`config.mk`:
```
export PLATFORM = sky130hd
export DESIGN_NAME = fbt_div
export DESIGN_NICKNAME = d
export VERILOG_FILES = /design/src/fbt_pkg.sv /design/src/fbt_div.sv
export SDC_FILE = /design/constraint.sdc
export NUM_CORES = 1
export LEC_CHECK = 0
export ABC_AREA = 1
export BUFFER_PORTS_ARGS = -buffer_cell sky130_fd_sc_hd__buf_2
export CAP_MARGIN = 15
export CORE_MARGIN = 2
export CORE_UTILIZATION = 45
export DETAILED_ROUTE_END_ITERATION = 6
export GPL_TIMING_DRIVEN = 0
export PLACE_DENSITY_LB_ADDON = 0.3
export SLEW_MARGIN = 20
export SYNTH_ARGS = -nofsm -noshare
export SYNTH_HDL_FRONTEND = slang
export SYNTH_SLANG_ARGS = --single-unit
```
`constraint.sdc`:
```
create_clock -name clk -period 6 [get_ports clk]
set_clock_uncertainty 0.1 [all_clocks]
set_input_delay 0.6 -clock clk [delete_from_list [all_inputs] [get_ports clk]]
set_output_delay 0.6 -clock clk [all_outputs]
set_load 0.1 [all_outputs]
```
`src/fbt_pkg.sv`:
```
// ----------------------------------------------------------------------------
// fbt_pkg: shared types and constants of the fiber bending torque unit
// Beat formats, sequencer states, divider request and response, CORDIC table.
// ----------------------------------------------------------------------------
package fbt_pkg;

	localparam int CFG_INDEX_BITS = 2;
	localparam int DIV_STEPS      = 64;

	localparam logic [CFG_INDEX_BITS-1:0] REG_YOUNG_MODULUS = 2'd0;
	localparam logic [CFG_INDEX_BITS-1:0] REG_AREA_MOMENT   = 2'd1;

	localparam logic signed [33:0] PI_Q30      = 34'sd3373259426;
	localparam logic signed [33:0] HALF_PI_Q30 = 34'sd1686629713;
	localparam logic [47:0]        TORQUE_MAX  = 48'h7FFF_FFFF_FFFF;
	localparam logic [47:0]        TORQUE_MIN  = 48'h8000_0000_0000;

	typedef struct packed {
		logic signed [31:0] pos_x;
		logic signed [31:0] pos_y;
		logic signed [31:0] pos_z;
		logic               last_hinge;
	} in_beat_t;

	typedef struct packed {
		logic signed [47:0] torque_x;
		logic signed [47:0] torque_y;
		logic signed [47:0] torque_z;
		logic [15:0]        hinge_number;
		logic               fiber_done;
	} out_beat_t;

	typedef enum logic [4:0] {
		ST_IDLE,
		ST_DIFF,
		ST_SHRINK_SEG,
		ST_MUL_SEG,
		ST_SQ_CHECK,
		ST_SQRT1,
		ST_SQRT2,
		ST_SHRINK_CR,
		ST_MUL_CR,
		ST_SQRT_C,
		ST_SHRINK_PAIR,
		ST_CORDIC,
		ST_DIV_K,
		ST_DIV_U,
		ST_MUL_T,
		ST_COMBINE,
		ST_OUT_H,
		ST_OUT_C,
		ST_OUT_Z,
		ST_UPDATE
	} state_t;

	typedef struct packed {
		logic        start;
		logic [63:0] dividend;
		logic [35:0] divisor;
	} div_req_t;

	typedef struct packed {
		logic        done;
		logic [63:0] quotient;
		logic [35:0] remainder;
	} div_rsp_t;

	// Arctangent of 2^-i in Q30 radians.
	function automatic logic [31:0] atan_q30(input logic [4:0] i);
		case (i)
			5'd0: atan_q30 = 32'd843314857;
			5'd1: atan_q30 = 32'd497837829;
			5'd2: atan_q30 = 32'd263043837;
			5'd3: atan_q30 = 32'd133525159;
			5'd4: atan_q30 = 32'd67021687;
			5'd5: atan_q30 = 32'd33543516;
			5'd6: atan_q30 = 32'd16775851;
			5'd7: atan_q30 = 32'd8388437;
			5'd8: atan_q30 = 32'd4194283;
			5'd9: atan_q30 = 32'd2097149;
			5'd31: atan_q30 = 32'd0;
			default: atan_q30 = 32'd1 << (5'd30 - i);
		endcase
	endfunction

endpackage

```
`src/fbt_div.sv`:
```
// ----------------------------------------------------------------------------
// fbt_div: restoring divider
// Divides a 64-bit dividend by a 36-bit divisor, one quotient bit per cycle.
// ----------------------------------------------------------------------------
module fbt_div (
	input  logic              clk,
	input  logic              arst_n,
	input  fbt_pkg::div_req_t req,
	output fbt_pkg::div_rsp_t rsp
);

	logic        busy_q;
	logic        done_q;
	logic [5:0]  cnt_q;
	logic [63:0] quo_q;
	logic [35:0] rem_q;
	logic [35:0] dvs_q;
	logic [36:0] trial;
	logic [36:0] diff;
	logic        fits;

	assign trial = {rem_q, quo_q[63]};
	assign diff  = trial - {1'b0, dvs_q};
	assign fits  = trial >= {1'b0, dvs_q};

	always_ff @(posedge clk or negedge arst_n) begin
		if (!arst_n) begin
			busy_q <= 1'b0;
			done_q <= 1'b0;
			cnt_q  <= '0;
		end else if (req.start) begin
			busy_q <= 1'b1;
			done_q <= 1'b0;
			cnt_q  <= '0;
		end else if (busy_q) begin
			cnt_q <= cnt_q + 6'd1;
			if (cnt_q == 6'(fbt_pkg::DIV_STEPS - 1)) begin
				busy_q <= 1'b0;
				done_q <= 1'b1;
			end
		end else begin
			done_q <= 1'b0;
		end
	end

	always_ff @(posedge clk) begin
		if (req.start) begin
			quo_q <= req.dividend;
			rem_q <= '0;
			dvs_q <= req.divisor;
		end else if (busy_q) begin
			quo_q <= {quo_q[62:0], fits};
			rem_q <= fits ? diff[35:0] : trial[35:0];
		end
	end

	assign rsp.done      = done_q;
	assign rsp.quotient  = quo_q;
	assign rsp.remainder = rem_q;

endmodule
```
==> metrics.md, run 1 <==
| Metric | Value |
|---|---|
| Outcome | completed |
| Crit path DAT | 3.00 ns |
| First-pass GRT wire length | 37.6 mm |
| Worst-Skew Late Latency | 0.44 ns |
| Crit-path slowest cell | buf_2 |
| CTS tree | done |
| CTS max path bufs | 2 |
| Dpl cells | 1644 |
| Number of synthesized register bits | 144 |
| Post-synthesis cell count | 1175 |
| Post-layout util | 0.560 |
| Drt wl/cell | 14.2 um |
| Layout area overhead | 22.8% |
| Resized cells post-CTS | 0 |
| Chip width | 144 um |
| DRC | 0 |
| Post-Route WL | 23.8 mm |
| Largest delay contributor family on the critical path | buffers and inverters |
| CTS root buf | clkbuf_16 |
| Worst Path Max Fanout | 51 |
| Post-synthesis async set-or-reset flop share | 0.0556 |
| Post-route antenna net violation count | 0 |
| Via count | 7954 |
| Initial DRT Pass Iterations | 5 |
| Clock Pin Slew Worst Setup and Hold Paths | 0.06 ns |
| # diodes | 0 |
| Core area | 0.0193 mm2 |
| Fmax | 334 MHz |
| DR iter-0 viols | 417 |
| GPL Wtd Cong | 0.924 |
| HP Class | input pin to flip-flop |
| Final Setup Violations | 0 |
| Number of flops mapped to enable cells by yosys | 100 |
| H-tree levels | 4 |
| Share of cells above drive strength 1 | 0.215 |
| Tot Pwr | 5110 uW |
| Max-slew violations | 0 |
| Cell Area, Synth | 0.00882 mm2 |
| Sequential-to-total area share from yosys stat | 0.445 |
| HPWL after detailed placement | 18.4 mm |
| Die Area | 0.0207 mm2 |
| Fin cells | 1677 |
| Setup TNS Final | 0 ns |
| Vias per std cell | 4.74 |
| Sink Count | 144 |
| Vias in the first global route | 7859 |
| Post-synth cell types | 43 |
| Nets | 1540 |
| # Post-CTS Setup Buffers | 0 |
| Pwr Density | 472 mW/mm2 |
| Mean Syn Cell Area | 7.51 um2 |
| Post-synth net total | 1316 |
| WP buf/inv | 5 |
| I/O Buffers | 203 |
| Crit path largest cell delay | 0.68 ns |
| Critical path class | input pin to flip-flop |
| Leak Pwr | 0.00587 uW |
| Die H | 144 um |
| Max-cap violations | 0 |
| Yosys warns | 0 |
| Rel. slew slack | 0.395 |
| Ports | 204 |
| Clock buffer count from CTS | 17 |
| Startpoint Class | input pin |
| Critical path cell sequence | buf_2 > clkbuf_1 > nor2_1 > inv_2 > clkbuf_4 > buf_16 |
| Unrepaired setup endpoints after global routing | no |
| Site Rows | 51 |
| Antenna violations before repair | 2 |
| GRT overflow | 0 |
| Critical Path RT | 6.01 ns |
| # fillers | 1851 |
| Crit end category | flip-flop |
| VDD IR-drop max | 246 uV |
| Initial Util | 0.456 |
| Commonest register cell after synthesis | edfxtp_1 |
| Worst-Margin Slew | 0.907 ns |
| Hold slack final | 0.242 ns |
| Final hold violation count | 0 |
| Largest net degree at the start of global routing | 52 |
| Post-route minimum period | 2.99 ns |
| Period utilisation layout | 0.499 |
| GRT Overall Usage | 0.232 |
==> logic make-up after synthesis <==
kind of cell             share of synthesized area
flip-flops                                   0.445
AND/OR/NAND/NOR                              0.340
AO/OA/AOI/OAI                               0.0442
buffers and inverters                       0.0983
adder cells (fa/ha/maj)                     0.0547
XOR/XNOR                                    0.0179
==> registers in the layout (all words and copies together) (netlist names) <==
register / flops
cnt_q: 6
busy_q: 1
dvs_q: 36
rem_q: 36
done_q: 1
quo_q: 64
==> synth_stat cells, drive strengths merged (2+ instances only) <==
cell type | count | area (um2)
nand2 | 508 | 1950
nor2 | 63 | 269
o21bai | 5 | 37.5
nand4 | 3 | 18.8
xnor2 | 14 | 123
o21ai | 29 | 145
a21oi | 30 | 154
clkbuf | 17 | 63.8
inv | 176 | 661
buf | 16 | 139
a21o | 3 | 22.5
and2 | 2 | 12.5
dfxtp | 36 | 721
dfrtp | 8 | 200
a31oi | 2 | 12.5
edfxtp | 100 | 3000
nand3b | 23 | 199
nand3 | 79 | 455
nor3 | 13 | 80.1
xor2 | 4 | 35.0
ha | 37 | 463
==> area by class of cell <==
class,count,area (um2),area share
buffer,33,206,0.0191
tap,265,332,0.0306
clock buffer,18,429,0.0396
multi-input combinational,821,4030,0.372
clock inverter,14,193,0.0178
timing repair buffer,205,1050,0.0972
inverter,177,664,0.0613
sequential,144,3920,0.362
==> stage by stage <==
| step | cell area [um2] | setup WS, ns |
|---|---|---|
| finish | 10800 | 3.01 |
| detailed placement | 10200 | 2.45 |
| global route | 10800 | 2.78 |
| global placement | 10200 | 0.120 |
| floorplan | 8820 | 2.38 |
| CTS | 10800 | 2.91 |
==> metal layers <==
layer / wire length (um) / vias to the layer above / track usage
li1: - / 4136 / -
met1: 10300 / 3553 / 0.274
met2: 11400 / 221 / 0.406
met3: 1520 / 40 / 0.0679
met4: 532 / 4 / 0.0774
met5: 21 / - / 0
==> cell usage in the layout (no fill, tap or decap), types with 29 or more instances in the layout <==
cell type	instances
dfxtp_1	36
buf_2	206
inv_1	170
edfxtp_1	100
ha_1	37
nor2_1	54
nand2_1	495
nand3_1	67
a21oi_1	29
==> power breakdown <==
part,internal [uW],total [uW],switching (uW)
sequential,1220,1330,109
combinational,691,2640,1950
clock,671,1140,465
==> worst paths after layout <==
check | endpoint | slack (ns) | startpoint | cells after the start
hold / removal | dvs_q[8] | 0.24 | req[8] | 1
max in group asynchronous | cnt_q[4] | 5.16 | arst_n | 2
setup reg to reg | rem_q[28] | 3.54 | quo_q[63] | 15
hold reg to reg | rem_q[35] | 0.38 | rem_q[35] | 2
setup / recovery | quo_q[39] | 3.01 | req[100] | 6
min in group asynchronous | done_q | 0.46 | arst_n | 2
==> what timing repair did <==
action | CTS | global route
hold endpoints to repair | 8 | 0
setup endpoints to repair | 0 | 0
hold buffers | 1 | 0
Power figures use the tool's default switching activity.
==> inputs of run 2 (changes only) <==
==> constraint.sdc (replaced) <==
create_clock -name clk -period 2.5 [get_ports clk]
set_clock_uncertainty 0.1 [all_clocks]
set_input_delay 0.25 -clock clk [delete_from_list [all_inputs] [get_ports clk]]
set_output_delay 0.25 -clock clk [all_outputs]
set_load 0.1 [all_outputs]
==> run 2 against run 1 <==
Effect of this change: register-to-register slack worse by 3.4 ns; final cell count rose by 5.2%; critical path type is now flip-flop to flip-flop; count of clock-buffer cells in the layout down 1; cell area rose by 9.2%; first-iteration DRC count up 16%; total power rose by 140%; routed wire length up 6.5%; hold slack got worse by 0.23 ns.
==> metrics.md, run 2 (synthesized netlist as in run 1, its figures left out) <==
| Metric | Value |
|---|---|
| Most flops, register | quo_q |
| Nets | 1628 |
| Largest regs | quo_q (64), dvs_q (36), rem_q (36) |
| # diodes | 0 |
| Initial DRT Pass Iterations | 5 |
| Worst Hold Depth | 3 |
| Most common cell after layout, fill and taps aside | nand2_1 |
| I/O Buffers | 203 |
| Clock buffer count from CTS | 17 |
| Critical path cell sequence | inv_1 > ha_2 > a21oi_2 > inv_1 > a21oi_1 > nand2_1 > a21oi_2 > nand2_2 > nand2_4 > buf_6 > buf_8 > a31oi_1 |
| Crit end category | flip-flop |
| Pwr Density | 1060 mW/mm2 |
| Worst-Margin Slew | 0.675 ns |
| Site Rows | 51 |
| Die Area | 0.0207 mm2 |
| Clock Pin Slew Worst Setup and Hold Paths | 0.07 ns |
| Vias per std cell | 4.80 |
| Rel. slew slack | 0.550 |
| Comb pwr share | 0.523 |
| Most frequent cells in the layout | nand2_1 (489), buf_2 (204), inv_1 (169), edfxtp_1 (100), dlygate4sd3_1 (89) |
| CTS tree | done |
| Sequential power share | 0.259 |
| Worst-Skew Late Latency | 0.43 ns |
| Crit path largest cell delay | 0.36 ns |
| Leak Pwr | 0.00626 uW |
| Final Setup Violations | 0 |
| Drt wl/cell | 14.3 um |
| Post-route minimum period | 2.36 ns |
| Internal cell power | 6380 uW |
| Via count | 8460 |
| Ports | 204 |
| Post-route antenna net violation count | 0 |
| Final WS setup | 0.138 ns |
| Period utilisation layout | 0.945 |
| GRT Overall Usage | 0.249 |
| Post-Route WL | 25.3 mm |
| Critical path class | flip-flop to flip-flop |
| Core area | 0.0193 mm2 |
| Switching fraction of total power | 0.490 |
| Initial Util | 0.456 |
| Max reg flops | 64 |
| Stages on worst setup path | 12 |
| GPL Wtd Cong | 0.916 |
| Fmax | 423 MHz |
| Worst R2R Path Depth | 12 |
| Unrepaired setup endpoints after global routing | no |
| WP buf/inv | 4 |
| Worst Path Max Fanout | 10 |
| Post-layout util | 0.612 |
| Largest net degree at the start of global routing | 54 |
| HP Class | input pin to flip-flop |
| H-tree levels | 4 |
| Sw Pwr | 6130 uW |
| Share of cells above drive strength 1 | 0.237 |
| Area after DPL | 0.0103 mm2 |
| Startpoint Class | flip-flop |
| Antenna violations before repair | 0 |
| Post-route cell area | 0.0118 mm2 |
| DR iter-0 viols | 482 |
| Max-cap violations | 0 |
| Largest delay contributor family on the critical path | compound AO/OA/AOI/OAI gates |
| # Post-CTS Setup Buffers | 0 |
| Max-slew violations | 0 |
| Worst slack, placed | -0.776 ns |
| CTS root buf | clkbuf_16 |
| HPWL after detailed placement | 18.2 mm |
| VDD IR-drop max | 543 uV |
| Critical Path RT | 2.57 ns |
| DRC | 0 |
| Clock Power Share | 0.218 |
| Outcome | completed |
| Final hold violation count | 0 |
| Crit path DAT | 2.43 ns |
| Vias in the first global route | 8250 |
| GRT overflow | 0 |
| Sink Count | 144 |
| # fillers | 1730 |
| Crit-path slowest cell | edfxtp_1 |
| Chip width | 144 um |
| First-pass GRT wire length | 40.1 mm |
| Layout area overhead | 34.1% |
| CTS max path bufs | 2 |
| Die H | 144 um |
## run 2: cell count changes in the layout (fill, tap and decap cells not counted), moves of 3 or more
cell and change:
dfxtp_1 -35, dfxtp_2 +35, ha_1 -4, buf_6 +3
nand2_1 -6, nand2_2 +6, ha_2 +3, dlygate4sd3_1 +88
## run 2: worst paths after layout
path                        endpoint  startpoint  slack (ns)
min                        quo_q[55]     req[91]        0.01
max in group asynchronous   cnt_q[1]      arst_n        1.96
min reg2reg                rem_q[24]   rem_q[24]        0.37
min in group asynchronous   cnt_q[5]      arst_n        0.15
max reg2reg                 quo_q[0]   dvs_q[28]        0.14
max                         quo_q[0]   dvs_q[28]        0.14
## run 2: timing repair
item | in CTS | in global routing
gates resized for setup | 1 | 14
setup endpoints to repair | 53 | 85
hold buffers | 89 | 0
gates cloned | 0 | 0
endpoints found under the hold margin | 96 | 0
## run 2: routing by layer
| metal | wire (um) | track usage | share of wire |
|---|---|---|---|
| met5 | 0 | 0 | 0 |
| met4 | 562 | 0.0805 | 0.022 |
| met3 | 1740 | 0.0725 | 0.069 |
| met1 | 10900 | 0.297 | 0.43 |
| met2 | 12100 | 0.432 | 0.48 |
## run 2: power groups by stage
stage	clock network, uW	registers [uW]	logic, uW
6_report	2730	3240	6550
3_3_place_gp	0	3270	6310
4_1_cts	2770	3240	6500
2_1_floorplan	0	5420	3000
5_1_grt	2870	3290	7100
3_5_place_dp	0	3280	6370
## run 2: cell type report
cell class / count / area, um2 / share of cell area
clock inverter: 14 / 195 / 0.0165
multi-input combinational: 821 / 4100 / 0.346
tap: 265 / 332 / 0.0280
inverter: 177 / 664 / 0.0561
sequential: 144 / 3970 / 0.335
clock buffer: 17 / 425 / 0.0359
timing repair buffer: 293 / 1940 / 0.164
buffer: 33 / 221 / 0.0187
## run 2: worst reg2reg max path, cell delays in order (launching register included)
cell      delay, ns
edfxtp_1       0.36
inv_1          0.07
ha_2           0.30
a21oi_2        0.19
inv_1          0.05
a21oi_1        0.19
nand2_1        0.10
a21oi_2        0.14
nand2_2        0.10
nand2_4        0.08
buf_6          0.15
buf_8          0.17
a31oi_1        0.09
## run 2: through the flow
stage	power [uW]	TNS [ns]	cells	hold slack, ns
detailed placement	9650	-57.48	1644	0.0102
finish	12500	0	1764	0.0101
CTS	12500	0	1764	0.00157
floorplan	8420	-0.566	1175	-0.146
global route	13300	0	1764	0.00294
global placement	9580	-114.31	1643	0.00353
==> inputs of run 3 (changes only) <==
==> constraint.sdc (replaced) <==
create_clock -name clk -period 2.5 [get_ports clk]
set_clock_uncertainty 0.1 [all_clocks]
set_input_delay 0.375 -clock clk [delete_from_list [all_inputs] [get_ports clk]]
set_output_delay 0.375 -clock clk [all_outputs]
set_load 0.1 [all_outputs]
==> run 3 against run 2 <==
Effect of this change: non-clock buffer count decreased by 78; total power is 0.97% lower; sequential power hardly changed; combinational power decreased by 2%; via count fell by 5.2%; die area unchanged; sequential cell count is the same; register-to-register slack about the same; global-route usage down 1.6 points.
==> metrics.md, run 3 (synthesized netlist as in run 1, its figures left out) <==
| Metric | Value |
|---|---|
| Worst Hold Depth | 1 |
| Initial DRT Pass Iterations | 5 |
| Flop2flop setup slack | 0.15 ns |
| Hold endpoint | dvs_q[26] |
| Most flops, register | quo_q |
| Share of cells above drive strength 1 | 0.251 |
| DRC | 0 |
| Post-route minimum period | 2.35 ns |
| # fillers | 1865 |
| H-tree levels | 4 |
| GRT overflow | 0 |
| HPWL after detailed placement | 18.2 mm |
| Clock buffer count from CTS | 17 |
| Post-Route WL | 23.5 mm |
| Ports | 204 |
| Hold wc startpoint | req[26] |
| Largest delay contributor family on the critical path | compound AO/OA/AOI/OAI gates |
| Routing usage on met1 | 0.282 |
| Unrepaired setup endpoints after global routing | no |
| Critical path class | flip-flop to flip-flop |
| Crit-path slowest cell | edfxtp_1 |
| Tot Pwr | 12400 uW |
| Final hold violation count | 0 |
| Max-slew violations | 0 |
| Crit path largest cell delay | 0.36 ns |
| Most common cell after layout, fill and taps aside | nand2_1 |
| Post-route antenna net violation count | 0 |
| GPL Wtd Cong | 0.916 |
| Critical path cell sequence | inv_1 > ha_2 > a21oi_2 > inv_1 > a21oi_1 > nand2_1 > a21oi_2 > nand2_2 > nand2_4 > buf_6 > buf_8 > a31oi_1 |
| Largest regs | quo_q (64), dvs_q (36), rem_q (36) |
| Die Area | 0.0207 mm2 |
| Area after DPL | 0.0103 mm2 |
| Fin cells | 1686 |
| Crit end category | flip-flop |
| First-pass GRT wire length | 37.5 mm |
| Drt wl/cell | 13.9 um |
| Post-layout util | 0.572 |
| Period utilisation layout | 0.941 |
| Antenna violations before repair | 4 |
| CTS tree | done |
| Dpl cells | 1644 |
| FF-to-FF End | quo_q[0] |
| Busiest grt layer | met2 |
| GR Util met2 | 0.399 |
| Max-cap violations | 0 |
| Vias per std cell | 4.76 |
| Post-route cell area | 0.0111 mm2 |
| Via count | 8019 |
| # Post-CTS Setup Buffers | 0 |
| # diodes | 0 |
| HP Class | input pin to flip-flop |
| Clock Pin Slew Worst Setup and Hold Paths | 0.07 ns |
| Leak Pwr | 0.00594 uW |
| Fmax | 425 MHz |
| Nets | 1550 |
| Max reg flops | 64 |
| CTS max path bufs | 2 |
| Worst-Margin Slew | 0.656 ns |
| Register area | 0.00397 mm2 |
| Crit path DAT | 2.42 ns |
| Multi-input logic area | 0.00410 mm2 |
| Vias in the first global route | 7627 |
| CTS root buf | clkbuf_16 |
| GRT Overall Usage | 0.233 |
| Die H | 144 um |
| Worst R2R Path Depth | 12 |
| Rel. slew slack | 0.563 |
| Outcome | completed |
| Most frequent cells in the layout | nand2_1 (489), buf_2 (204), inv_1 (169), edfxtp_1 (100), nand3_1 (65) |
| Initial Util | 0.456 |
| Startpoint Class | flip-flop |
| Pwr Density | 1120 mW/mm2 |
| Worst-Skew Late Latency | 0.44 ns |
| VDD IR-drop max | 545 uV |
| Layout area overhead | 25.3% |
| DR iter-0 viols | 436 |
| Chip width | 144 um |
| Largest net degree at the start of global routing | 54 |
| Sink Count | 144 |
| Final Setup Violations | 0 |
| Site Rows | 51 |
| Critical Path RT | 2.57 ns |
| Worst R2R Start | dvs_q[28] |
| WP buf/inv | 4 |
| M3 GR Usage | 0.0765 |
| Worst Path Max Fanout | 10 |
| Core area | 0.0193 mm2 |
| I/O Buffers | 203 |
## run 3: final cells by class
type	count	share of cell area
repair buffers	215	0.105
clock buffers	17	0.0385
multi-input cells	821	0.370
inverters	177	0.0601
clock inverters	14	0.0177
plain buffers	33	0.0200
well taps	265	0.0300
flip-flops and latches	144	0.359
## run 3: worst register-to-register path: stages (launching register included)
cell	delay, ns
edfxtp_1	0.36
inv_1	0.07
ha_2	0.30
a21oi_2	0.19
inv_1	0.05
a21oi_1	0.19
nand2_1	0.09
a21oi_2	0.14
nand2_2	0.09
nand2_4	0.08
buf_6	0.15
buf_8	0.17
a31oi_1	0.09
## run 3: worst max-delay path by stage
stage,start,endpoint,slack (ns),cells past startpoint
3_5_place_dp,req[100],quo_q[28],-0.90,6
4_1_cts,dvs_q[27],rem_q[29],0.09,14
5_1_grt,dvs_q[10],rem_q[22],0.007,16
3_3_place_gp,req[100],quo_q[37],-1.62,5
6_report,dvs_q[28],quo_q[0],0.15,12
2_1_floorplan,quo_q[63],rem_q[28],-0.09,15
## run 3: report_power, final
group	switching (uW)	internal (uW)	leakage (uW)
Combinational	4720	1720	0.00416
Sequential	256	2980	0.00147
Clock	1120	1610	0.000303
## run 3: what timing repair did
item,CTS,global route
endpoints found under the hold margin,8,10
resized for setup,2,12
gates cloned,0,0
hold buffers,1,10
endpoints found under the setup margin,67,32
pin swaps,0,0
## run 3: per-layer routing
metal / wire (um) / part of all wire / vias up
met1: 10100 / 0.43 / 3573
met4: 366 / 0.016 / 6
met2: 11100 / 0.47 / 240
met5: 34 / 0.0014 / -
li1: - / - / 4167
met3: 1830 / 0.078 / 33
## run 3: metrics by stage
stage	worst slack, ns	TNS (ns)	hold slack, ns
after floorplan	-0.0936	-0.566	-0.0206
after global placement	-1.62	-129.97	0.129
after detailed placement	-0.901	-75.20	0.135
after CTS	0.0906	0	0.00203
after global routing	0.00678	0	0.00120
final	0.149	0	0.0167
